$ cat src/hw/rtl/tridiagonal_gaussian_sampler_core_macros.svh
// Assertion macros shared by the sampler RTL.
`ifndef TRIDIAGONAL_GAUSSIAN_SAMPLER_CORE_MACROS_SVH
`define TRIDIAGONAL_GAUSSIAN_SAMPLER_CORE_MACROS_SVH

// Same-cycle implication, sampled on clk, off while rst_n is low.
`define TGS_ASSERT_NOW(label, ante, cons, msg) \
    label: assert property (@(posedge clk) disable iff (!rst_n) (ante) |-> (cons)) \
        else $error(msg);

// Next-cycle implication, sampled on clk, off while rst_n is low.
`define TGS_ASSERT_NEXT(label, ante, cons, msg) \
    label: assert property (@(posedge clk) disable iff (!rst_n) (ante) |=> (cons)) \
        else $error(msg);

`endif

$ cat src/hw/rtl/tgs_ram.sv
// Simple dual-port RAM, one write and one registered read port.
`default_nettype none

module tgs_ram #(
    parameter int WIDTH = 32,
    parameter int DEPTH = 64
) (
    input  wire logic                     clk,
    input  wire logic                     we,
    input  wire logic [$clog2(DEPTH)-1:0] waddr,
    input  wire logic [WIDTH-1:0]         wdata,
    input  wire logic [$clog2(DEPTH)-1:0] raddr,
    output logic      [WIDTH-1:0]         rdata
);

    logic [WIDTH-1:0] mem [DEPTH];
    logic [WIDTH-1:0] rdata_reg;

    always_ff @(posedge clk)
    begin
        if (we)
        begin
            mem[waddr] <= wdata;
        end
    end

    always_ff @(posedge clk)
    begin
        rdata_reg <= mem[raddr];
    end

    assign rdata = rdata_reg;

endmodule

`default_nettype wire

$ cat config.mk
export PLATFORM = sky130hd
export DESIGN_NAME = tgs_ram
export DESIGN_NICKNAME = d
export VERILOG_FILES = /design/src/hw/rtl/tridiagonal_gaussian_sampler_core_macros.svh /design/src/hw/rtl/tgs_ram.sv
export SDC_FILE = /design/constraint.sdc
export NUM_CORES = 2
export LEC_CHECK = 0
export BUFFER_PORTS_ARGS = -buffer_cell sky130_fd_sc_hd__buf_4
export CORE_MARGIN = 1
export CORE_UTILIZATION = 50
export CTS_CLUSTER_DIAMETER = 60
export DETAILED_ROUTE_END_ITERATION = 6
export PLACE_DENSITY = 0.71
export RECOVER_POWER = 50
export SYNTH_ARGS = -nofsm -noshare
export SYNTH_HDL_FRONTEND = slang
export SYNTH_SLANG_ARGS = --single-unit
$ cat constraint.sdc
create_clock -name clk -period 6.7 [get_ports clk]
set_clock_uncertainty 0.2 [all_clocks]
set_input_delay 1.005 -clock clk [delete_from_list [all_inputs] [get_ports clk]]
set_output_delay 1.005 -clock clk [all_outputs]
set_load 0.1 [all_outputs]
==> results.yml <==
timing:
  fmax_mhz: 248.9
  setup_violations: 0
  rsz0062_at_grt: "no"
  tns_ns: 0
  period_share_pct: 59.97
  whs_ns: 0.6462
  drv_slew: 2146
  hold_viol: 0
  slew_headroom_pct: -112.5
  tightest_slew_ns: 3.188
  min_period_ns: 4.018
route:
  vias_per_cell: 6.417
  wl_mm: 195.3
  num_vias: 36924
  drc: 0
  drt_iter0_drc: 5201
  dr.pass1.iters: 5
  ant_nets: 0
  post_drt_wl_per_cell_um: 33.95
critical_path:
  reg2reg_depth: 5
  cp_cell_sequence: "clkbuf_1, nor2b_1, nand4b_1, nor2_4, clkbuf_1"
  cp_max_fo: 32
  required_ns: 6.87
  r2r_slack_ns: 4.23
  rr_startpoint: "mem[30][17]"
  worst-setup-path-type: "in2reg"
  critPathMaxStageDelay_ns: 2.05
  critPathArrivalTime_ns: 4.19
  worst_setup_path_start_kind: "primary input"
  cp-end-kind: "flop"
  endpoint: "mem[54][12]"
  cpMostUsedCell: "clkbuf_1"
  rr_endpoint: "rdata[17]"
  critPathLaunch: "we"
  slowest_stage: "clkbuf_1"
run_status:
  violations: "capacitance limit, slew limit"
  status: "finished, violations left"
logic_synthesis:
  synth_top_area_share_pct: 78.33
  synth_top_area_cell: "edfxtp_1"
  synthFlopType: "edfxtp_1"
  yosys-top-cells-area: "edfxtp_1 (78%), mux4_2 (16%), mux2i_1 (1.2%)"
  avgSynthCellArea_um2: 23.62
  syn_inst: 3324
  ys_warn_count: 0
  syn_area_mm2: 0.07852
  synth.distinct_cells: 34
  synthArstFlopShare_pct: 0
  synth-seq-cells: 2080
  seq_area_frac_synth_pct: 79.14
  synth_enable_flop_cells: 2048
  synthesis.nets: 3370
clocking:
  cts_buffer_depth: 3
  clock_sinks: 2080
  clk_pin_slew_ns: 0.06
  cts_tree: "yes"
  cts_setup_buffers: 0
  cts_resized: 0
  cts-root-buf: "clkbuf_16"
  clock_insertion_delay_worst_skew_ns: 0.84
  cts_max_level: 4
  cts-hold-fix-buffers: 0
  cts_made_buffers: 195
final_layout:
  layout-drive-gt1-share_pct: 28.03
  final_cell_count_no_fill: 5754
  most-common-layout-cells: "edfxtp_1 (2,048), mux4_2 (544), clkbuf_16 (200)"
  largest_reg_flops: 2048
  fillers: 11102
  post-route-util_pct: 56.67
  final_nets: 3567
  seqCellArea_mm2: 0.06214
  area_growth_pct: 12.62
  multi_input_area_mm2: 0.01594
  final_common_cell: "edfxtp_1"
placed_design:
  hpwl_mm: 103.1
  numPortBuffers: 77
  routabilityCongestion: 0.8032
  placed_cells: 5382
floorplanning:
  die_area_mm2: 0.1586
  io_pins: 78
  dieHeight_um: 398.3
  initial_utilization_pct: 50.32
  core_area_mm2: 0.1560
  die_x_um: 398.3
  rows: 145
power_and_ir_drop:
  power_leakage_nw: 27.33
  finalPower_mw: 26.92
  power_density_mw_per_mm2: 304.5
  vdd_drop_max_v: 0.0002128
  sw_frac_of_total_pct: 21.28
  p_switching_mw: 5.729
  seqPwrFrac_pct: 53.9
  combPwrFrac_pct: 5.4
  power_frac_clock_pct: 40.7
  internal_power_mw: 21.19
min_path:
  hold_class: "reg2reg"
run:
  drv_cap: 34
global_route:
  grt_use_total_pct: 24.93
  top_usage_layer: "met2"
  antenna_found_initial: 16
  grt_use_met2_pct: 38.91
  met3_usage_pct: 6.607
  grt_pass1_wl_mm: 274.6
  grt_max_degree: 82
  grt_overflow: 0
  use_met1_pct: 34.50
  first_global_vias: 36816
## how the worst min path moves through the flow
| stage | from | endpoint | slack [ns] | cells past startpoint |
|---|---|---|---|---|
| after CTS | wdata[7] | mem[55][7] | 0.48 | 1 |
| final | mem[56][4] | rdata[4] | 0.65 | 5 |
| after floorplan | mem[12][17] | rdata[17] | 0.46 | 4 |
| after detailed placement | mem[56][4] | rdata[4] | 0.63 | 5 |
| after global routing | raddr[5] | rdata[18] | 0.63 | 4 |
| after global placement | mem[56][4] | rdata[4] | 0.62 | 5 |
## metal layers
metal | share of wire [%] | up-vias | routed length [um]
li1 | - | 14670 | -
met1 | 37 | 19755 | 73160
met2 | 48 | 2156 | 93270
met3 | 11 | 321 | 22280
met4 | 3.3 | 22 | 6477
met5 | 0.076 | - | 148
## critical path: cells and delay by family
kind,cells,cell delay (ns)
buffers and inverters,2,2.33
AND/OR/NAND/NOR,3,0.78
## kinds of logic after synthesis
kind of cell	Yosys count	share of synthesized area, %
buf+inv	182	1.128
simple gates	223	1.265
mux	637	16.79
flops	2080	79.14
compound gates	202	1.673
## metrics by stage
stage / setup WS (ns) / area [um^2]
3_5_place_dp: 2.080 / 82230
6_report: 2.682 / 88430
5_1_grt: 2.697 / 88420
3_3_place_gp: 2.111 / 82230
2_1_floorplan: 2.335 / 78520
4_1_cts: 2.967 / 88590
## synthesized netlist by cell type, types with 21 or more instances
library cell and instances:
a21oi_1 62, buf_1 21, buf_2 57, buf_4 25, clkbuf_1 74, dfxtp_1 32
edfxtp_1 2048, mux2i_1 93, mux4_2 544, nand2_1 26, nor2_1 137, o221ai_1 27
o22ai_1 84
## power groups by stage
stage / Clock, mW / Combinational, mW / Sequential (mW)
after CTS: 11.1 / 1.48 / 14.5
after detailed placement: 0 / 1.48 / 14.8
final: 11.0 / 1.46 / 14.5
after global routing: 11.6 / 1.53 / 14.5
after global placement: 0 / 1.46 / 14.7
after floorplan: 0 / 0.701 / 14.9
## area by class of cell
| cell class | instances | share of cell area (%) |
|---|---|---|
| tap | 2058 | 2.912 |
| antenna | 4 | 0.01132 |
| timing repair buffer | 182 | 1.592 |
| sequential | 2080 | 70.27 |
| multi-input combinational | 1062 | 18.02 |
| clock buffer | 289 | 6.321 |
| clock inverter | 79 | 0.8702 |
No activity file was read; power rests on OpenSTA's default activity.
