--- src/hw/rtl/tridiagonal_gaussian_sampler_core_macros.svh ---
// Assertion macros shared by the sampler RTL.
`ifndef TRIDIAGONAL_GAUSSIAN_SAMPLER_CORE_MACROS_SVH
`define TRIDIAGONAL_GAUSSIAN_SAMPLER_CORE_MACROS_SVH

// Same-cycle implication, sampled on clk, off while rst_n is low.
`define TGS_ASSERT_NOW(label, ante, cons, msg) \
    label: assert property (@(posedge clk) disable iff (!rst_n) (ante) |-> (cons)) \
        else $error(msg);

// Next-cycle implication, sampled on clk, off while rst_n is low.
`define TGS_ASSERT_NEXT(label, ante, cons, msg) \
    label: assert property (@(posedge clk) disable iff (!rst_n) (ante) |=> (cons)) \
        else $error(msg);

`endif

--- src/hw/rtl/tgs_pkg.sv ---
// Shared constants, types and fixed-point helpers for the sampler.
`default_nettype none

package tgs_pkg;

    localparam int MAX_LEN   = 64;
    localparam int FRAC_BITS = 16;
    localparam int DATA_W    = 32;
    localparam int PREC_W    = 31;
    localparam int ADDR_W    = $clog2(MAX_LEN);
    localparam int CNT_W     = $clog2(MAX_LEN + 1);
    localparam int CFG_IDX_W = 2;
    // a + 2b stays below 2^(PREC_W+2); one more bit for sign
    localparam int TGT_W     = PREC_W + 3;
    localparam int RAD_W     = 2 * ((TGT_W - 1 + FRAC_BITS + 1) / 2);
    localparam int ROOT_W    = RAD_W / 2;
    localparam int DVD_W     = DATA_W + FRAC_BITS;

    localparam logic [CFG_IDX_W-1:0] CFG_LEVEL    = 2'd0;
    localparam logic [CFG_IDX_W-1:0] CFG_COUPLING = 2'd1;
    localparam logic [CFG_IDX_W-1:0] CFG_LAST_ADD = 2'd2;
    localparam logic [CFG_IDX_W-1:0] CFG_LENGTH   = 2'd3;

    localparam logic [ROOT_W-1:0] ONE_ROOT = ROOT_W'(1) << FRAC_BITS;

    typedef logic signed [DATA_W-1:0] sdata_t;

    typedef struct packed {
        logic                start;
        logic signed [DATA_W-1:0] num;
        logic [ROOT_W-1:0]   den;
    } div_req_t;

    typedef struct packed {
        logic                done;
        logic signed [DATA_W-1:0] quot;
    } div_rsp_t;

    typedef struct packed {
        logic             start;
        logic [RAD_W-1:0] rad;
    } sqrt_req_t;

    typedef struct packed {
        logic              done;
        logic [ROOT_W-1:0] root;
    } sqrt_rsp_t;

    function automatic sdata_t sat_data(input logic signed [63:0] v);
        sdata_t r;
        if (v > 64'sh0000_0000_7FFF_FFFF)
            r = 32'sh7FFF_FFFF;
        else if (v < 64'shFFFF_FFFF_8000_0000)
            r = 32'sh8000_0000;
        else
            r = v[DATA_W-1:0];
        return r;
    endfunction

    // product scaled back, truncated toward zero
    function automatic sdata_t mulq(input logic signed [63:0] prod);
        logic signed [63:0] adj;
        logic signed [63:0] sh;
        adj = prod + (prod[63] ? ((64'sd1 <<< FRAC_BITS) - 64'sd1) : 64'sd0);
        sh  = adj >>> FRAC_BITS;
        return sat_data(sh);
    endfunction

    function automatic sdata_t sat_sub(input sdata_t p, input sdata_t q);
        logic signed [DATA_W:0] w;
        w = (DATA_W+1)'(p) - (DATA_W+1)'(q);
        return sat_data(64'(w));
    endfunction

    function automatic sdata_t sat_add(input sdata_t p, input sdata_t q);
        logic signed [DATA_W:0] w;
        w = (DATA_W+1)'(p) + (DATA_W+1)'(q);
        return sat_data(64'(w));
    endfunction

endpackage

`default_nettype wire

--- src/hw/rtl/tgs_div.sv ---
// Restoring divider, one quotient bit per cycle: sat((num << FRAC) / den).
`default_nettype none

module tgs_div (
    input  wire logic              clk,
    input  wire logic              rst_n,
    input  wire tgs_pkg::div_req_t req,
    output tgs_pkg::div_rsp_t      rsp
);

    localparam int DW = tgs_pkg::DVD_W;
    localparam int RW = tgs_pkg::ROOT_W;
    localparam int CW = $clog2(DW + 1);

    logic          busy_reg, busy_next;
    logic          done_reg, done_next;
    logic [CW-1:0] cnt_reg, cnt_next;
    logic          neg_reg, neg_next;
    logic [DW-1:0] dq_reg, dq_next;
    logic [RW-1:0] rem_reg, rem_next;
    logic [RW-1:0] den_reg, den_next;

    logic [tgs_pkg::DATA_W-1:0] mag;
    logic [RW:0]   sh;
    logic [RW:0]   diff;
    logic          ge;

    always_comb
    begin
        mag  = req.num[tgs_pkg::DATA_W-1] ? (~req.num + 1'b1) : req.num;
        sh   = {rem_reg, dq_reg[DW-1]};
        diff = sh - {1'b0, den_reg};
        ge   = (sh >= {1'b0, den_reg});

        busy_next = busy_reg;
        done_next = 1'b0;
        cnt_next  = cnt_reg;
        neg_next  = neg_reg;
        dq_next   = dq_reg;
        rem_next  = rem_reg;
        den_next  = den_reg;

        if (req.start)
        begin
            busy_next = 1'b1;
            cnt_next  = CW'(DW);
            neg_next  = req.num[tgs_pkg::DATA_W-1];
            dq_next   = {mag, {tgs_pkg::FRAC_BITS{1'b0}}};
            rem_next  = '0;
            den_next  = req.den;
        end
        else if (busy_reg)
        begin
            rem_next = ge ? diff[RW-1:0] : sh[RW-1:0];
            dq_next  = {dq_reg[DW-2:0], ge};
            cnt_next = cnt_reg - 1'b1;
            if (cnt_reg == CW'(1))
            begin
                busy_next = 1'b0;
                done_next = 1'b1;
            end
        end
    end

    always_ff @(posedge clk or negedge rst_n)
    begin
        if (!rst_n)
        begin
            busy_reg <= 1'b0;
            done_reg <= 1'b0;
            cnt_reg  <= '0;
        end
        else
        begin
            busy_reg <= busy_next;
            done_reg <= done_next;
            cnt_reg  <= cnt_next;
        end
    end

    always_ff @(posedge clk)
    begin
        neg_reg <= neg_next;
        dq_reg  <= dq_next;
        rem_reg <= rem_next;
        den_reg <= den_next;
    end

    // sign and saturation of the finished magnitude
    always_comb
    begin
        rsp.done = done_reg;
        if (!neg_reg)
        begin
            if (|dq_reg[DW-1:tgs_pkg::DATA_W-1])
                rsp.quot = 32'sh7FFF_FFFF;
            else
                rsp.quot = $signed(dq_reg[tgs_pkg::DATA_W-1:0]);
        end
        else
        begin
            if ((|dq_reg[DW-1:tgs_pkg::DATA_W]) ||
                (dq_reg[tgs_pkg::DATA_W-1] && (|dq_reg[tgs_pkg::DATA_W-2:0])))
                rsp.quot = 32'sh8000_0000;
            else
                rsp.quot = $signed(~dq_reg[tgs_pkg::DATA_W-1:0] + 1'b1);
        end
    end

endmodule

`default_nettype wire

--- config.mk ---
export PLATFORM = sky130hd
export DESIGN_NAME = tgs_div
export DESIGN_NICKNAME = d
export VERILOG_FILES = /design/src/hw/rtl/tridiagonal_gaussian_sampler_core_macros.svh /design/src/hw/rtl/tgs_pkg.sv /design/src/hw/rtl/tgs_div.sv
export SDC_FILE = /design/constraint.sdc
export NUM_CORES = 1
export LEC_CHECK = 0
export BUFFER_PORTS_ARGS = -buffer_cell sky130_fd_sc_hd__buf_2
export CAP_MARGIN = 10
export CORE_ASPECT_RATIO = 1.5
export CORE_MARGIN = 1
export CORE_UTILIZATION = 43
export DETAILED_ROUTE_END_ITERATION = 7
export GPL_ROUTABILITY_DRIVEN = 0
export HOLD_SLACK_MARGIN = 0.03
export REMOVE_ABC_BUFFERS = 1
export SKIP_CTS_REPAIR_TIMING = 1
export SLEW_MARGIN = 5
export SYNTH_ARGS = -nofsm -noshare
export SYNTH_HDL_FRONTEND = slang
export SYNTH_SLANG_ARGS = --single-unit
--- constraint.sdc ---
create_clock -name clk -period 4.4 [get_ports clk]
set_input_delay 0.22 -clock clk [delete_from_list [all_inputs] [get_ports clk]]
set_output_delay 0.22 -clock clk [all_outputs]
set_load 0.05 [all_outputs]
==> Implementation_results.wiki <==
{| class="wikitable"
! Metric !! Value
|-
| Maximum number of pins on one net before global-route repair || 55
|-
| Yosys warns || 0
|-
| Element type at the critical path start || flop
|-
| Share of synthesized area occupied by flip-flops and latches || 0.3909
|-
| IO Count || 93
|-
| Global-route wire length before repair || 28.92 mm
|-
| Final-report max-slew violation count || 0
|-
| Initial Utilization || 0.4384
|-
| DIE HEIGHT || 159.0 um
|-
| Critical path start-end classification || flop to output port
|-
| Largest area contributor in the netlist || sky130_fd_sc_hd__edfxtp_1
|-
| Top area cells in the synthesized netlist || sky130_fd_sc_hd__edfxtp_1 (25%), sky130_fd_sc_hd__dfxtp_1 (12%), sky130_fd_sc_hd__o21ai_0 (5.6%), sky130_fd_sc_hd__nand2_1 (5.6%), sky130_fd_sc_hd__ha_1 (5.1%)
|-
| Slew HR || 0.2869
|-
| Core ar. || 16120 um^2
|-
| Global route total overflow || 0
|-
| Antenna diodes || 0
|-
| GR Util met1 || 0.2396
|-
| Insertion delay of the later-clocked pin in the worst-skew pair || around 0.36 ns
|-
| Fin Setup TNS || 0 ns
|-
| DR vias || 6182
|-
| Port Buf Inserts || between 90 and 100
|-
| Placement row count || 57
|-
| Remaining DRCs || 0
|-
| Final worst path period need || 3.743 ns
|-
| Syn Area/Cell || roughly 8.6 um^2
|-
| Distinct cell type count of the synthesized netlist || 64
|-
| DP Area || 7677 um^2
|-
| Initial antenna violation count || 0
|-
| Final worst-path cycle share || 0.8508
|-
| Post-synth EDFFs || between 50 and 60
|-
| Most frequent cells after synthesis || sky130_fd_sc_hd__nand2_1 (105), sky130_fd_sc_hd__o21ai_0 (79), sky130_fd_sc_hd__nor2_1 (72)
|-
| Number of max-cap violations || 0
|-
| Iteration-0 DRC Markers || 205
|-
| Count of endpoints failing setup in the final report || 0
|-
| Worst setup path startpoint || dq_reg[0]$_SDFFE_PP0P_
|-
| Clock tree sinks || 107
|-
| PnR Total Power || 2.557 mW
|-
| Antenna Nets Post-Route || 0
|-
| Final Hold Viols || 0
|-
| Async S/R FF share, synth || 0.07477
|-
| Yosys top cell area share || 0.2465
|-
| Estimated wirelength of the detail-placed design || roughly 12 mm
|-
| Number of synthesized register bits || 107
|-
| Area growth syn-to-layout || 13.69%
|-
| Global routing usage on met2 || 0.3897
|-
| Tot GR Track Use || 0.2104
|-
| Die X || between 100 and 150 um
|-
| Fraction of layout cells with a size suffix above 1 || 0.1468
|-
| Final Net Count || 984
|-
| Iteration count of the initial detailed-routing pass || 4
|-
| Total non-filler cell area in the finished layout || between 8000 and 9000 um^2
|-
| Per-cell routed wire length || about 16 um
|-
| Hold_ws || ~0.033 ns
|-
| TritonCTS clock tree || done
|-
| Launch point of the worst hold path || req[20]
|-
| Endpoint arrival time on the critical path || 3.52 ns
|-
| Core Util, Final || 0.4984
|-
| Power Dens Cells || 318.2 nW/um^2
|-
| Number of flip-flops under the largest register name || 48
|-
| Achievable clock frequency || 0.2671 GHz
|-
| CP endpoint kind || output port
|-
| DRT Wirelength || 17.35 mm
|-
| Origin of the critical flop-to-flop path || dq_reg[47]$_DFFE_PP_
|-
| CP Max Fanout || 23
|-
| Required time at the endpoint of the critical path || 4.18 ns
|-
| Run status || finished clean
|-
| P_leak || 3.500 nW
|-
| Maximum root-to-sink buffer count || 2
|-
| Clk pin slew, worst setup/hold paths || 0.07 ns
|-
| Via density per instance || roughly 5.6
|-
| Post-route non-filler standard cell count || 1105
|-
| Routing layer with the top usage in global route || met2
|-
| Met3 capacity usage during global routing || 0.02251
|-
| Dpl cells || 1086
|-
| Measured slew at the worst slew-check pin || 1.068 ns
|-
| Min-Delay Path Class || input port to flop
|-
| Number of global-route vias before repair || 6077
|-
| Worst VDD drop || between 0.0002 and 0.00025 V
|-
| DP Worst Slack || between 1 and 1.5 ns
|-
| Most instantiated library cell after synthesis || sky130_fd_sc_hd__nand2_1
|-
| Area of the die || ~17000 um^2
|-
| Setup clock skew after layout || 0.006954 ns
|-
| Final critical-path setup slack || 0.6566 ns
|-
| Top_reg_cell synth || sky130_fd_sc_hd__edfxtp_1
|-
| Cell area after technology mapping || 7067 um^2
|-
| Clock buffer count from CTS || 9
|-
| CTS H-Tree Depth || 3
|-
| Setup repair after global routing missed its margin || false
|-
| Clock tree root buffer cell || sky130_fd_sc_hd__clkbuf_16
|-
| Number of standard cells after synthesis || 820
|}
## area by class of cell
| type | count | area [um^2] |
|---|---|---|
| Fill cell | 1616 | 8084 |
| Multi-Input combinational cell | 619 | 3925 |
| Sequential cell | 107 | 2764 |
| Timing Repair Buffer | 105 | 565.5 |
| Tap cell | 206 | 257.7 |
| Clock buffer | 11 | 242.7 |
| Inverter | 52 | 195.2 |
| Clock inverter | 5 | 83.83 |
## per-layer routing
metal	up-vias	routed length, um
li1	3125	-
met1	2907	7151
met2	123	9270
met3	27	478
met4	0	446
met5	-	0
## cells in the final DEF (no fill, tap or decap), drive strengths merged, types with 4 or more instances in the layout
cell / Yosys / layout
a22o: 9 / 9
o31ai: 8 / 8
o311ai: 23 / 23
nand3: 17 / 17
nand4: 8 / 8
o41ai: 5 / 5
nor3: 25 / 25
nand2: 105 / 105
mux2i: 17 / 17
edfxtp: 58 / 58
o21ai: 80 / 80
or4: 5 / 5
buf: 10 / 102
and3: 6 / 6
nor2b: 6 / 6
nand2b: 6 / 6
clkbuf: 32 / 11
a211oi: 14 / 14
inv: 51 / 53
ha: 29 / 29
o21a: 4 / 4
or2: 4 / 4
or3: 14 / 14
o211ai: 7 / 7
xnor2: 24 / 24
a21o: 10 / 10
nor4: 15 / 15
a21oi: 37 / 37
dfxtp: 41 / 41
dfrtp: 8 / 8
nor2: 72 / 72
o21bai: 4 / 4
xor2: 32 / 32
## worst max-delay path: stages, from the launching register on
cell and delay [ns]:
sky130_fd_sc_hd__dfxtp_1 0.34, sky130_fd_sc_hd__inv_1 0.08, sky130_fd_sc_hd__ha_1 0.21, sky130_fd_sc_hd__nor3b_2 0.28, sky130_fd_sc_hd__nand4_2 0.20, sky130_fd_sc_hd__nor3_1 0.21, sky130_fd_sc_hd__nand3_1 0.14, sky130_fd_sc_hd__or4_1 0.42
sky130_fd_sc_hd__a21o_1 0.20, sky130_fd_sc_hd__or2_4 0.34, sky130_fd_sc_hd__o311ai_1 0.40, sky130_fd_sc_hd__buf_2 0.34
## final timing paths
kind                                            to  slack, ns  depth (start not counted)
setup / recovery                            rsp[4]       0.66                         11
hold / removal               den_reg[20]$_DFFE_PP_       0.03                          1
min in group asynchronous       done_reg$_DFF_PN0_       0.25                          2
setup reg to reg           rem_reg[5]$_SDFFE_PP0P_       1.29                         15
hold reg to reg            rem_reg[8]$_SDFFE_PP0P_       0.46                          2
max in group asynchronous       busy_reg$_DFF_PN0_       3.96                          2
## cell families after synthesis
logic type,Yosys count,share of synthesized area
buffers and inverters,94,0.05400
adders and majority gates,30,0.05418
DFF,107,0.3909
xor gates and xnor gates,56,0.06941
and+or+nand+nor,291,0.1949
AOI/OAI and AO/OA,225,0.2125
muxes,17,0.02408
## power by group
part / total (mW) / internal, mW / switching [mW]
logic: 0.463 / 0.163 / 0.300
clock network: 0.895 / 0.518 / 0.376
registers: 1.20 / 1.13 / 0.0649
No activity file was read; power rests on OpenSTA's default activity.
