===== src/hw/rtl/tridiagonal_gaussian_sampler_core_macros.svh =====
// Assertion macros shared by the sampler RTL.
`ifndef TRIDIAGONAL_GAUSSIAN_SAMPLER_CORE_MACROS_SVH
`define TRIDIAGONAL_GAUSSIAN_SAMPLER_CORE_MACROS_SVH

// Same-cycle implication, sampled on clk, off while rst_n is low.
`define TGS_ASSERT_NOW(label, ante, cons, msg) \
    label: assert property (@(posedge clk) disable iff (!rst_n) (ante) |-> (cons)) \
        else $error(msg);

// Next-cycle implication, sampled on clk, off while rst_n is low.
`define TGS_ASSERT_NEXT(label, ante, cons, msg) \
    label: assert property (@(posedge clk) disable iff (!rst_n) (ante) |=> (cons)) \
        else $error(msg);

`endif


===== src/hw/rtl/tgs_pkg.sv =====
// Shared constants, types and fixed-point helpers for the sampler.
`default_nettype none

package tgs_pkg;

    localparam int MAX_LEN   = 64;
    localparam int FRAC_BITS = 16;
    localparam int DATA_W    = 32;
    localparam int PREC_W    = 31;
    localparam int ADDR_W    = $clog2(MAX_LEN);
    localparam int CNT_W     = $clog2(MAX_LEN + 1);
    localparam int CFG_IDX_W = 2;
    // a + 2b stays below 2^(PREC_W+2); one more bit for sign
    localparam int TGT_W     = PREC_W + 3;
    localparam int RAD_W     = 2 * ((TGT_W - 1 + FRAC_BITS + 1) / 2);
    localparam int ROOT_W    = RAD_W / 2;
    localparam int DVD_W     = DATA_W + FRAC_BITS;

    localparam logic [CFG_IDX_W-1:0] CFG_LEVEL    = 2'd0;
    localparam logic [CFG_IDX_W-1:0] CFG_COUPLING = 2'd1;
    localparam logic [CFG_IDX_W-1:0] CFG_LAST_ADD = 2'd2;
    localparam logic [CFG_IDX_W-1:0] CFG_LENGTH   = 2'd3;

    localparam logic [ROOT_W-1:0] ONE_ROOT = ROOT_W'(1) << FRAC_BITS;

    typedef logic signed [DATA_W-1:0] sdata_t;

    typedef struct packed {
        logic                start;
        logic signed [DATA_W-1:0] num;
        logic [ROOT_W-1:0]   den;
    } div_req_t;

    typedef struct packed {
        logic                done;
        logic signed [DATA_W-1:0] quot;
    } div_rsp_t;

    typedef struct packed {
        logic             start;
        logic [RAD_W-1:0] rad;
    } sqrt_req_t;

    typedef struct packed {
        logic              done;
        logic [ROOT_W-1:0] root;
    } sqrt_rsp_t;

    function automatic sdata_t sat_data(input logic signed [63:0] v);
        sdata_t r;
        if (v > 64'sh0000_0000_7FFF_FFFF)
            r = 32'sh7FFF_FFFF;
        else if (v < 64'shFFFF_FFFF_8000_0000)
            r = 32'sh8000_0000;
        else
            r = v[DATA_W-1:0];
        return r;
    endfunction

    // product scaled back, truncated toward zero
    function automatic sdata_t mulq(input logic signed [63:0] prod);
        logic signed [63:0] adj;
        logic signed [63:0] sh;
        adj = prod + (prod[63] ? ((64'sd1 <<< FRAC_BITS) - 64'sd1) : 64'sd0);
        sh  = adj >>> FRAC_BITS;
        return sat_data(sh);
    endfunction

    function automatic sdata_t sat_sub(input sdata_t p, input sdata_t q);
        logic signed [DATA_W:0] w;
        w = (DATA_W+1)'(p) - (DATA_W+1)'(q);
        return sat_data(64'(w));
    endfunction

    function automatic sdata_t sat_add(input sdata_t p, input sdata_t q);
        logic signed [DATA_W:0] w;
        w = (DATA_W+1)'(p) + (DATA_W+1)'(q);
        return sat_data(64'(w));
    endfunction

endpackage

`default_nettype wire


===== src/hw/rtl/tgs_sqrt.sv =====
// Digit-by-digit integer square root, one result bit per cycle.
`default_nettype none

module tgs_sqrt (
    input  wire logic               clk,
    input  wire logic               rst_n,
    input  wire tgs_pkg::sqrt_req_t req,
    output tgs_pkg::sqrt_rsp_t      rsp
);

    localparam int AW = tgs_pkg::RAD_W;
    localparam int RW = tgs_pkg::ROOT_W;
    localparam int CW = $clog2(RW + 1);

    logic          busy_reg, busy_next;
    logic          done_reg, done_next;
    logic [CW-1:0] cnt_reg, cnt_next;
    logic [AW-1:0] rad_reg, rad_next;
    logic [RW-1:0] root_reg, root_next;
    logic [RW:0]   rem_reg, rem_next;

    logic [RW+2:0] sh;
    logic [RW+2:0] trial;
    logic [RW+2:0] diff;
    logic          ge;

    always_comb
    begin
        sh    = {rem_reg, rad_reg[AW-1 -: 2]};
        trial = (RW+3)'({root_reg, 2'b01});
        diff  = sh - trial;
        ge    = (sh >= trial);

        busy_next = busy_reg;
        done_next = 1'b0;
        cnt_next  = cnt_reg;
        rad_next  = rad_reg;
        root_next = root_reg;
        rem_next  = rem_reg;

        if (req.start)
        begin
            busy_next = 1'b1;
            cnt_next  = CW'(RW);
            rad_next  = req.rad;
            root_next = '0;
            rem_next  = '0;
        end
        else if (busy_reg)
        begin
            rad_next  = {rad_reg[AW-3:0], 2'b00};
            rem_next  = ge ? diff[RW:0] : sh[RW:0];
            root_next = {root_reg[RW-2:0], ge};
            cnt_next  = cnt_reg - 1'b1;
            if (cnt_reg == CW'(1))
            begin
                busy_next = 1'b0;
                done_next = 1'b1;
            end
        end
    end

    always_ff @(posedge clk or negedge rst_n)
    begin
        if (!rst_n)
        begin
            busy_reg <= 1'b0;
            done_reg <= 1'b0;
            cnt_reg  <= '0;
        end
        else
        begin
            busy_reg <= busy_next;
            done_reg <= done_next;
            cnt_reg  <= cnt_next;
        end
    end

    always_ff @(posedge clk)
    begin
        rad_reg  <= rad_next;
        root_reg <= root_next;
        rem_reg  <= rem_next;
    end

    assign rsp.done = done_reg;
    assign rsp.root = root_reg;

endmodule

`default_nettype wire


===== config.mk =====
export PLATFORM = sky130hd
export DESIGN_NAME = tgs_sqrt
export DESIGN_NICKNAME = d
export VERILOG_FILES = /design/src/hw/rtl/tridiagonal_gaussian_sampler_core_macros.svh /design/src/hw/rtl/tgs_pkg.sv /design/src/hw/rtl/tgs_sqrt.sv
export SDC_FILE = /design/constraint.sdc
export NUM_CORES = 1
export LEC_CHECK = 0
export BUFFER_PORTS_ARGS = -buffer_cell sky130_fd_sc_hd__buf_2
export CAP_MARGIN = 30
export CORE_ASPECT_RATIO = 2
export CORE_MARGIN = 2
export CORE_UTILIZATION = 63
export CTS_BUF_LIST = sky130_fd_sc_hd__clkbuf_8 sky130_fd_sc_hd__clkbuf_16
export DETAILED_ROUTE_END_ITERATION = 8
export PLACE_DENSITY = 0.83
export SYNTH_ARGS = -nofsm -noshare
export SYNTH_HDL_FRONTEND = slang
export SYNTH_SLANG_ARGS = --single-unit

===== constraint.sdc =====
create_clock -name clk -period 5.8 [get_ports clk]
set_input_delay 0.29 -clock clk [delete_from_list [all_inputs] [get_ports clk]]
set_output_delay 0.29 -clock clk [all_outputs]
set_load 0.005 [all_outputs]

==> results.py, run 1 <==
metrics = {
    "sta": {
        "final_max_slew_viol_count": 0,
        "tightest_slew_ns": 0.985,
        "finalHoldViolCount": 0,
        "fmax_mhz": 296,
        "fin_worst_skew_ns": 0.00865,
        "period_share_pct": 58.2,
        "tns_ns": 0,
        "rsz0062_at_grt": "false",
        "relSlewSlack_pct": 34.4,
        "min_period_ns": 3.37,
        "setup_viol": 0,
    },
    "layout": {
        "n_fill_cell": 687,
        "syn_to_final_growth_pct": 12.4,
        "multi_input_area_mm2": 0.00292,
        "seq_area_mm2": 0.00270,
        "layout_commonest_cell": "buf_2",
        "layout-drive-gt1-share_pct": 25.0,
        "nets": 700,
        "layout_common_cells": "buf_2 (77), nor2_1 (62), dfxtp_1 (51), edfxtp_1 (50), mux2_2 (49)",
        "largest_register_ffs": 50,
        "design_area_mm2": 0.00663,
        "diodes": 0,
    },
    "place": {
        "dp_hpwl_um": 8720,
        "placed_area_mm2": 0.00633,
        "gp_congestion": 0.928,
        "port_buffers": 78,
    },
    "clock_tree": {
        "root_buffer": "clkbuf_16",
        "path_clk_slew_ns": 0.08,
        "clock-sinks": 108,
        "post_cts_resized": 0,
        "clock_latency_ns": 0.35,
        "cts.hold.buffers_added": 1,
        "cts_max_path_buffers": 2,
        "post_cts_buffers": 0,
        "htreeDepth": 3,
        "numCtsBuffers": 9,
        "cts_tree": "done",
    },
    "pwr": {
        "ir_drop_mv": 0.292,
        "p_comb_share_pct": 49.3,
        "clock_power_share_pct": 18.9,
        "p_sw_mw": 1.20,
        "swShare_pct": 38.3,
        "power_leakage_nw": 2.93,
        "p_seq_share_pct": 31.8,
        "p_int_mw": 1.93,
        "power_density_mw_per_mm2": 472,
    },
    "critical_path": {
        "critPathArrivalTime_ns": 3.64,
        "cp-start-kind": "flip-flop",
        "crit_required_ns": 6.07,
        "crit_type": "flip-flop to flip-flop",
        "crit_fanout": 18,
        "endpoint_kind": "flip-flop",
        "r2r_cells": 11,
    },
    "global_routing": {
        "grt.overflow.total": 0,
        "antenna_found_initial": 0,
        "grt_pass1_vias": 4414,
        "grtUsageTotal_pct": 25.1,
        "grt_pass1_wl_um": 20200,
        "grt_max_degree": 85,
    },
    "floorplanning": {
        "die-height_um": 141,
        "start_util_pct": 63.7,
        "die_w_um": 72.4,
        "die_area_mm2": 0.0102,
        "row_count": 50,
        "core-area_mm2": 0.00926,
        "ios": 79,
    },
    "synthesis": {
        "synth_cells": 551,
        "synth-edff-count": 50,
        "synth_seq_cells": 108,
        "synth.distinct_cells": 59,
        "seq_area_frac_synth_pct": 45.7,
        "async_flop_share_pct": 6.48,
        "ys_warn_count": 0,
        "synth_ff_type": "dfxtp_1",
        "synth_area_per_cell_um2": 10.7,
        "syn_nets": 633,
        "netlist_area_mm2": 0.00590,
    },
    "worst_hold_path": {
        "worstHoldPathCells": 2,
        "hp-class": "primary input to flip-flop",
    },
    "detailed_routing": {
        "dr_total_vias": 4357,
        "drc_errors": 0,
        "drtIter0Drc": 176,
        "wl_per_cell_um": 16.8,
        "drt_pre_antenna_iters": 5,
        "routed_via_density": 5.99,
        "wl_um": 12200,
        "ant_nets": 0,
    },
    "run_status": {
        "status": "completed",
    },
    "job": {
        "max_cap_viol_count": 0,
    },
}
cell type report:
class	instances	area share [%]
Clock buffer	9	3.40
Clock inverter	7	0.906
Inverter	38	2.15
Multi-Input combinational cell	378	44.1
Sequential cell	108	40.7
Tap cell	104	1.96
Timing Repair Buffer	83	6.72
synthesized netlist by cell type, drive strengths merged, types with 8 or more instances:
master,number,area (µm²)
nor2,62,233
inv,38,143
a211oi,24,180
nand2b,11,68.8
xor2,8,70.1
o21ai,13,72.6
xnor2,16,140
clkbuf,19,71.3
mux2i,45,450
mux2,49,552
edfxtp,50,1500
buf,8,61.3
ha,29,363
a21o,8,60.1
a21oi,23,115
nand2,19,71.3
dfxtp,51,1020
worst max-delay path: stages (launching register included):
cell,delay [ns]
dfxtp_1,0.37
inv_1,0.06
ha_1,0.36
a21o_1,0.22
or3_4,0.33
o21ai_2,0.26
a21boi_2,0.08
o21a_1,0.22
o32ai_4,0.49
buf_4,0.41
mux2_2,0.37
o22ai_1,0.13
per-layer routing:
layer | up-vias | track usage (%) | wire length (µm)
met5 | - | 0 | 0
met4 | 0 | 9.84 | 296
met3 | 31 | 4.86 | 480
met2 | 108 | 47.0 | 6900
met1 | 2091 | 26.8 | 4520
li1 | 2127 | - | -
through the flow:
step / power, mW / worst slack [ns] / instances / hold slack (ns) / utilization, %
floorplan: 2.25 / 3.15 / 551 / -0.00559 / -
global placement: 2.48 / 2.54 / 709 / 0.129 / 68.2
detailed placement: 2.53 / 2.46 / 710 / 0.130 / 68.4
CTS: 3.12 / 2.43 / 727 / 0.220 / 71.6
global route: 3.32 / 2.20 / 727 / 0.240 / 71.6
finish: 3.13 / 2.43 / 727 / 0.216 / 71.6
logic make-up (layout without fill, tap and decap cells):
kind of cell	count (synthesis)	after routing	share of synthesized area, %
AO/OA/AOI/OAI	108	108	13.1
XOR/XNOR	24	24	3.56
adder cells (fa/ha/maj)	29	29	6.15
buffers and inverters	65	137	4.67
flip-flops	108	108	45.7
multiplexers	94	94	17.0
AND/OR/NAND/NOR	123	123	9.78
power by group through the flow:
stage | logic (mW) | registers (mW) | clock network [mW]
final | 1.54 | 0.994 | 0.592
after global routing | 1.69 | 1.01 | 0.626
after CTS | 1.53 | 0.992 | 0.600
after detailed placement | 1.52 | 1.01 | 0
after global placement | 1.47 | 1.00 | 0
after floorplan | 1.27 | 0.982 | 0
path summary, 6_finish.rpt:
path / startpoint / endpoint / slack, ns
setup reg to reg: root_reg[3] / rem_reg[1] / 2.43
min in group asynchronous: rst_n / done_reg / 0.29
setup / recovery: root_reg[3] / rem_reg[1] / 2.43
max in group asynchronous: rst_n / busy_reg / 5.34
hold reg to reg: rem_reg[22] / rem_reg[22] / 0.51
hold / removal: req[0] / rad_reg[0] / 0.22
Note: power is estimated with default switching activity, not from simulation.
==> run 2: changes to the inputs <==
- ABC_AREA: unset -> 1
- CORE_UTILIZATION: 63 -> 59
- PLACE_DENSITY: 0.83 -> 0.78
- clock period: 5.8 -> 3.2 ns (I/O delays scaled with it)
==> run 2 against run 1 <==
Count of clock-buffer cells in the layout increased by 1. Non-clock buffer count increased by 3. Largest cell class unchanged. Critical path type unchanged. Fmax increased by 34%.
==> results.py, run 2 <==
metrics = {
    "synthesis": {
        "synth.distinct_cells": 39,
        "syn_nets": 940,
        "netlist_area_mm2": 0.00619,
        "synth_cells": 858,
        "synth_top_family_by_area": "simple AND/OR/NAND/NOR gates",
        "yosys.area_share.simple_pct": 32.2,
        "synthXorXnorAreaFrac_pct": 1.56,
        "synth_top_area_share_pct": 24.2,
        "synth_compound_area_share_pct": 7.59,
        "synth_commonest_cells": "nand2_1 (331), inv_1 (118), nor2_1 (81), dfxtp_1 (51), edfxtp_1 (50)",
        "synth_fa_ha_area_share_pct": 5.86,
        "synth.most_common_cell": "nand2_1",
        "synth_seq_cells": 108,
        "synth_area_per_cell_um2": 7.22,
        "synth-edff-count": 50,
        "synth_top_area_cell": "edfxtp_1",
        "ys_warn_count": 0,
        "yosys-top-cells-area": "edfxtp_1 (24%), nand2_1 (20%), dfxtp_1 (16%)",
        "async_flop_share_pct": 6.48,
        "muxShareOfSynthArea_pct": 0,
        "synth_ff_type": "dfxtp_1",
        "seq_area_frac_synth_pct": 43.5,
    },
    "layout": {
        "multi_input_area_mm2": 0.00292,
        "layout_commonest_cell": "nand2_1",
        "layout_common_cells": "nand2_1 (331), inv_1 (117), nor2_1 (81), buf_2 (78), dfxtp_1 (51)",
        "n_fill_cell": 975,
        "largest_register_ffs": 50,
        "layout-drive-gt1-share_pct": 12.6,
        "diodes": 0,
        "nets": 1012,
        "syn_to_final_growth_pct": 12.9,
        "seq_area_mm2": 0.00270,
    },
    "clock_tree": {
        "clock_latency_ns": 0.35,
        "root_buffer": "clkbuf_16",
        "htreeDepth": 3,
        "cts_tree": "done",
        "clock-sinks": 108,
        "post_cts_buffers": 0,
        "cts_max_path_buffers": 2,
        "post_cts_resized": 0,
        "path_clk_slew_ns": 0.08,
        "numCtsBuffers": 9,
    },
    "global_routing": {
        "grt_pass1_vias": 5260,
        "grt.overflow.total": 0,
        "grt_max_degree": 55,
        "antenna_found_initial": 0,
        "grtUsageTotal_pct": 27.6,
        "grt_pass1_wl_um": 24800,
    },
    "sta": {
        "relSlewSlack_pct": 45.1,
        "fin_worst_skew_ns": 0.00889,
        "rsz0062_at_grt": "false",
        "worst_slack_ns": 0.678,
        "period_share_pct": 78.8,
        "finalHoldViolCount": 0,
        "min_period_ns": 2.52,
        "tns_ns": 0,
        "final_max_slew_viol_count": 0,
        "fmax_mhz": 397,
        "tightest_slew_ns": 0.823,
        "setup_viol": 0,
    },
    "critical_path": {
        "path_cells": "inv_1 -> ha_1 -> nand2_1 -> inv_1 -> nand2_1 -> nor2_1 -> nand2_1 -> nand3_2 -> nand2_1 -> nand4_2 -> inv_1 -> nand3_1 -> o211ai_1",
        "crit_fanout": 14,
        "path_buf_inv": 3,
        "crit_family": "simple AND/OR/NAND/NOR gates",
        "crit_slowest_cell": "nand4_2",
        "endpoint_kind": "flip-flop",
        "critPathMaxStageDelay_ns": 0.48,
        "critPathArrivalTime_ns": 2.80,
        "cp_common_cell": "nand2_1",
        "crit_required_ns": 3.48,
        "crit_type": "flip-flop to flip-flop",
        "cp-start-kind": "flip-flop",
    },
    "run_status": {
        "status": "completed",
    },
    "floorplanning": {
        "die_area_mm2": 0.0114,
        "ios": 79,
        "start_util_pct": 59.9,
        "row_count": 53,
        "die-height_um": 149,
        "core-area_mm2": 0.0103,
        "die_w_um": 76.5,
    },
    "place": {
        "gp_congestion": 0.978,
        "dp_hpwl_um": 11200,
        "port_buffers": 78,
        "place_ws_ns": 0.752,
    },
    "pwr": {
        "ir_drop_mv": 0.529,
        "p_seq_share_pct": 28.3,
        "p_comb_share_pct": 53.9,
        "power_leakage_nw": 3.64,
        "swShare_pct": 46.3,
        "p_int_mw": 3.37,
        "power_density_mw_per_mm2": 897,
        "p_sw_mw": 2.90,
        "fin_total_pwr_mw": 6.27,
        "clock_power_share_pct": 17.8,
    },
    "detailed_routing": {
        "dr_total_vias": 5555,
        "drc_errors": 0,
        "wl_per_cell_um": 14.3,
        "drtIter0Drc": 416,
        "routed_via_density": 5.18,
        "ant_nets": 0,
        "drt_pre_antenna_iters": 6,
        "wl_um": 15300,
    },
    "worst_hold_path": {
        "hp-class": "primary input to flip-flop",
    },
    "job": {
        "max_cap_viol_count": 0,
    },
}
-- run 2: cell types whose count changed after synthesis, moves of 11 or more --
cell and change:
nand2_1 +312, nand3_1 +44, a211oi_1 -23, nand2b_1 -11, o22ai_1 +24, mux2_2 -49
mux2i_1 -45, inv_1 +80, nor2_1 +19, xnor2_1 -13
-- run 2: cells by family after synthesis --
logic type      count (synthesis)
simple gates                  487
buf+inv                       145
flops                         108
compound gates                 78
fa+ha+maj                      29
xor+xnor                       11
-- run 2: power groups by stage --
stage / registers [mW] / logic, mW / clock network, mW
3_3_place_gp: 1.80 / 3.27 / 0
2_1_floorplan: 1.77 / 2.63 / 0
6_report: 1.78 / 3.38 / 1.12
4_1_cts: 1.77 / 3.33 / 1.14
3_5_place_dp: 1.80 / 3.31 / 0
5_1_grt: 1.80 / 3.83 / 1.19
-- run 2: final cells by class --
class | instances | area share (%)
well taps | 137 | 2.45
repair buffers | 86 | 6.47
clock inverters | 6 | 0.859
multi-input cells | 605 | 41.8
inverters | 120 | 6.44
clock buffers | 10 | 3.42
flip-flops and latches | 108 | 38.6
-- run 2: worst paths after layout --
check	cells after the start	from	slack, ns	endpoint
worst min-delay path	3	req[29]	0.07	rad_reg[29]
max in group asynchronous	2	rst_n	2.87	cnt_reg[0]
worst min register to register	2	rem_reg[24]	0.47	rem_reg[24]
worst max-delay path	13	root_reg[3]	0.68	rem_reg[10]
worst max register to register	13	root_reg[3]	0.68	rem_reg[10]
min in group asynchronous	2	rst_n	0.16	cnt_reg[3]
-- run 2: layer usage --
layer	wire (µm)	GRT usage [%]	share of wire [%]
met3	642	5.02	4.2
met5	0	0	0
met4	588	13.0	3.8
met2	7510	46.5	49
met1	6550	34.1	43
-- run 2: timing repair --
item	4_1_cts	5_1_grt
hold buffers	1	0
endpoints found under the hold margin	7	0
setup endpoints to repair	0	0
-- run 2: tightest hold or removal path: cells and delay by family --
family        cells  cell delay [ns]
buf+inv           1             0.07
simple gates      2             0.09
-- run 2: metrics by stage --
stage	hold slack, ns	util, %	cells	cell area [µm²]
after CTS	0.0610	67.6	1072	7000
after global placement	0.00333	64.6	1055	6690
after floorplan	-0.136	-	858	6190
after global routing	0.0693	67.6	1072	7000
final	0.0717	67.6	1072	7000
after detailed placement	0.00777	64.6	1055	6690
==> run 3: changes to the inputs <==
- ABC_AREA: 1 -> 0
- CORE_UTILIZATION: 59 -> 52
- PLACE_DENSITY: 0.78 -> 0.73
- clock period: 3.2 -> 2.3 ns (I/O delays scaled with it)
==> run 3 against run 2 <==
The run now ends with setup timing left. Register-to-register slack worse by 0.94 ns. Utilization increased by 4.8 points. Flip-flop and latch count did not move. Clock power rose by 35%. Count of clock-buffer cells in the layout down 1. Sequential power grew 41%. Fmax down 1.6%. Critical path depth decreased by 1. Global-route usage shrank 3.6 points. Total power rose by 71%. Critical endpoint is now rem_reg[1]. Highest routed layer unchanged.
==> results.py, run 3 (synthesized netlist as in run 1, its figures left out) <==
metrics = {
    "layout": {
        "layout_commonest_cell": "buf_4",
        "layout_common_cells": "buf_4 (112), buf_2 (77), nor2_1 (59), edfxtp_1 (50), mux2_2 (48)",
        "largest_register_ffs": 50,
        "nets": 817,
        "diodes": 0,
        "multi_input_area_mm2": 0.00337,
        "layout-drive-gt1-share_pct": 46.9,
        "fin_cells": 882,
        "design_area_mm2": 0.00812,
        "final_util_pct": 72.4,
        "n_fill_cell": 792,
        "seq_area_mm2": 0.00271,
        "syn_to_final_growth_pct": 37.7,
    },
    "floorplanning": {
        "row_count": 55,
        "core-area_mm2": 0.0112,
        "die_area_mm2": 0.0123,
        "die-height_um": 155,
        "ios": 79,
        "start_util_pct": 52.6,
        "die_w_um": 79.3,
    },
    "clock_tree": {
        "cts_max_path_buffers": 2,
        "clock_latency_ns": 0.35,
        "path_clk_slew_ns": 0.08,
        "htreeDepth": 3,
        "cts_tree": "done",
        "clock-sinks": 108,
        "numCtsBuffers": 9,
        "root_buffer": "clkbuf_16",
    },
    "global_routing": {
        "grt.overflow.total": 0,
        "grt_max_degree": 112,
        "grtUsageTotal_pct": 24.0,
        "antenna_found_initial": 0,
        "grt_pass1_wl_um": 23400,
        "grt_pass1_vias": 5229,
    },
    "worst_hold_path": {
        "holdPathEnd": "rad_reg[1]",
        "min_from": "req[1]",
        "worstHoldPathCells": 2,
        "hp-class": "primary input to flip-flop",
    },
    "place": {
        "port_buffers": 78,
        "placed_cells": 847,
        "placed_area_mm2": 0.00727,
        "gp_congestion": 0.928,
        "dp_hpwl_um": 9890,
    },
    "pwr": {
        "ir_drop_mv": 0.707,
        "p_sw_mw": 4.00,
        "swShare_pct": 37.2,
        "p_comb_share_pct": 62.6,
        "clock_power_share_pct": 14.1,
        "fin_total_pwr_mw": 10.8,
        "power_density_mw_per_mm2": 1320,
        "p_int_mw": 6.75,
        "power_leakage_nw": 3.63,
        "p_seq_share_pct": 23.3,
    },
    "detailed_routing": {
        "drtIter0Drc": 182,
        "top_layer": "met4",
        "drt-met1-wl_um": 5410,
        "ant_nets": 0,
        "routed_via_density": 5.57,
        "wl_met3_um": 490,
        "dr_total_vias": 4914,
        "drt_pre_antenna_iters": 5,
        "wl_met2_um": 8580,
        "drc_errors": 0,
        "wl_per_cell_um": 17.0,
        "wl_um": 15000,
    },
    "critical_path": {
        "rrSetupSlack_ns": -0.26,
        "cp-start-kind": "flip-flop",
        "crit_required_ns": 2.57,
        "r2r_cells": 12,
        "endpoint_kind": "flip-flop",
        "crit_type": "flip-flop to flip-flop",
        "r2r-start": "root_reg[3]",
        "crit_fanout": 6,
        "timing.rr.end": "rem_reg[1]",
        "critPathArrivalTime_ns": 2.84,
    },
    "sta": {
        "rsz0062_at_grt": "true",
        "fmax_mhz": 390,
        "min_period_ns": 2.56,
        "setup_viol": 27,
        "final_max_slew_viol_count": 0,
        "worst_slack_ns": -0.263,
        "period_share_pct": 111,
        "tns_ns": -5.63,
        "relSlewSlack_pct": 65.8,
        "tightest_slew_ns": 0.512,
        "finalHoldViolCount": 0,
        "fin_worst_skew_ns": 0.00843,
    },
    "run_status": {
        "violations": "setup timing",
        "status": "finished, violations left",
    },
    "job": {
        "max_cap_viol_count": 0,
    },
}
[run 3: cell count changes in the layout (fill, tap and decap cells not counted), sizes merged, moves of 6 or more]
cell / delta
buf: +113
inv: -81
o22ai: -24
nand2b: +11
nand4: -6
mux2i: +45
xnor2: +13
mux2: +49
nand3: -47
a211oi: +23
o21a: +6
nand2: -315
nor2: -22
a21o: +8
[run 3: through the flow]
| step | setup WS, ns | hold slack [ns] |
|---|---|---|
| after detailed placement | -0.281 | -0.0419 |
| after floorplan | -0.0891 | -0.181 |
| after CTS | -0.215 | 0.0441 |
| final | -0.263 | 0.0486 |
| after global routing | -0.355 | 0.0436 |
| after global placement | -0.184 | -0.0446 |
[run 3: layout make-up]
class | instances | share of cell area [%]
Multi-Input combinational cell | 378 | 41.5
Clock buffer | 9 | 2.77
Inverter | 38 | 1.76
Clock inverter | 7 | 0.709
Sequential cell | 108 | 33.4
Tap cell | 142 | 2.19
Timing Repair Buffer | 200 | 17.7
[run 3: worst max-delay path by stage]
stage	endpoint	cells past startpoint	slack, ns	start
CTS	rem_reg[22]	12	-0.21	root_reg[3]
floorplan	rem_reg[1]	11	-0.09	root_reg[3]
detailed placement	rem_reg[15]	10	-0.28	root_reg[21]
finish	rem_reg[1]	12	-0.26	root_reg[3]
global route	rem_reg[25]	11	-0.35	root_reg[2]
global placement	rem_reg[15]	10	-0.18	rem_reg[3]
[run 3: what timing repair did]
| item | 4_1_cts | 5_1_grt |
|---|---|---|
| hold endpoints to repair | 7 | 0 |
| gates resized for setup | 40 | 39 |
| hold buffers | 1 | 0 |
| pin swaps | 25 | 26 |
| gates cloned | 1 | 1 |
| endpoints found under the setup margin | 27 | 27 |
| buffers inserted | 9 | 8 |
[run 3: routing by layer]
layer / track usage, % / up-vias
li1: - / 2361
met1: 24.0 / 2388
met2: 46.9 / 121
met3: 3.62 / 44
met4: 10.3 / 0
met5: 0 / -
[run 3: power groups by stage]
| stage | clock network, mW | registers, mW | logic (mW) |
|---|---|---|---|
| 2_1_floorplan | 0 | 2.49 | 3.39 |
| 4_1_cts | 1.53 | 2.48 | 5.99 |
| 6_report | 1.51 | 2.51 | 6.74 |
| 3_5_place_dp | 0 | 2.51 | 5.03 |
| 5_1_grt | 1.61 | 2.54 | 7.13 |
| 3_3_place_gp | 0 | 2.50 | 4.90 |
[run 3: worst max-delay path: stages (launching register included)]
cell	delay [ns]
dfxtp_2	0.35
inv_2	0.05
ha_4	0.24
a21o_1	0.19
or3_4	0.39
o21ai_4	0.15
a21boi_2	0.06
o21a_1	0.20
o32ai_4	0.12
buf_12	0.18
buf_12	0.14
mux2_4	0.30
o22ai_1	0.10
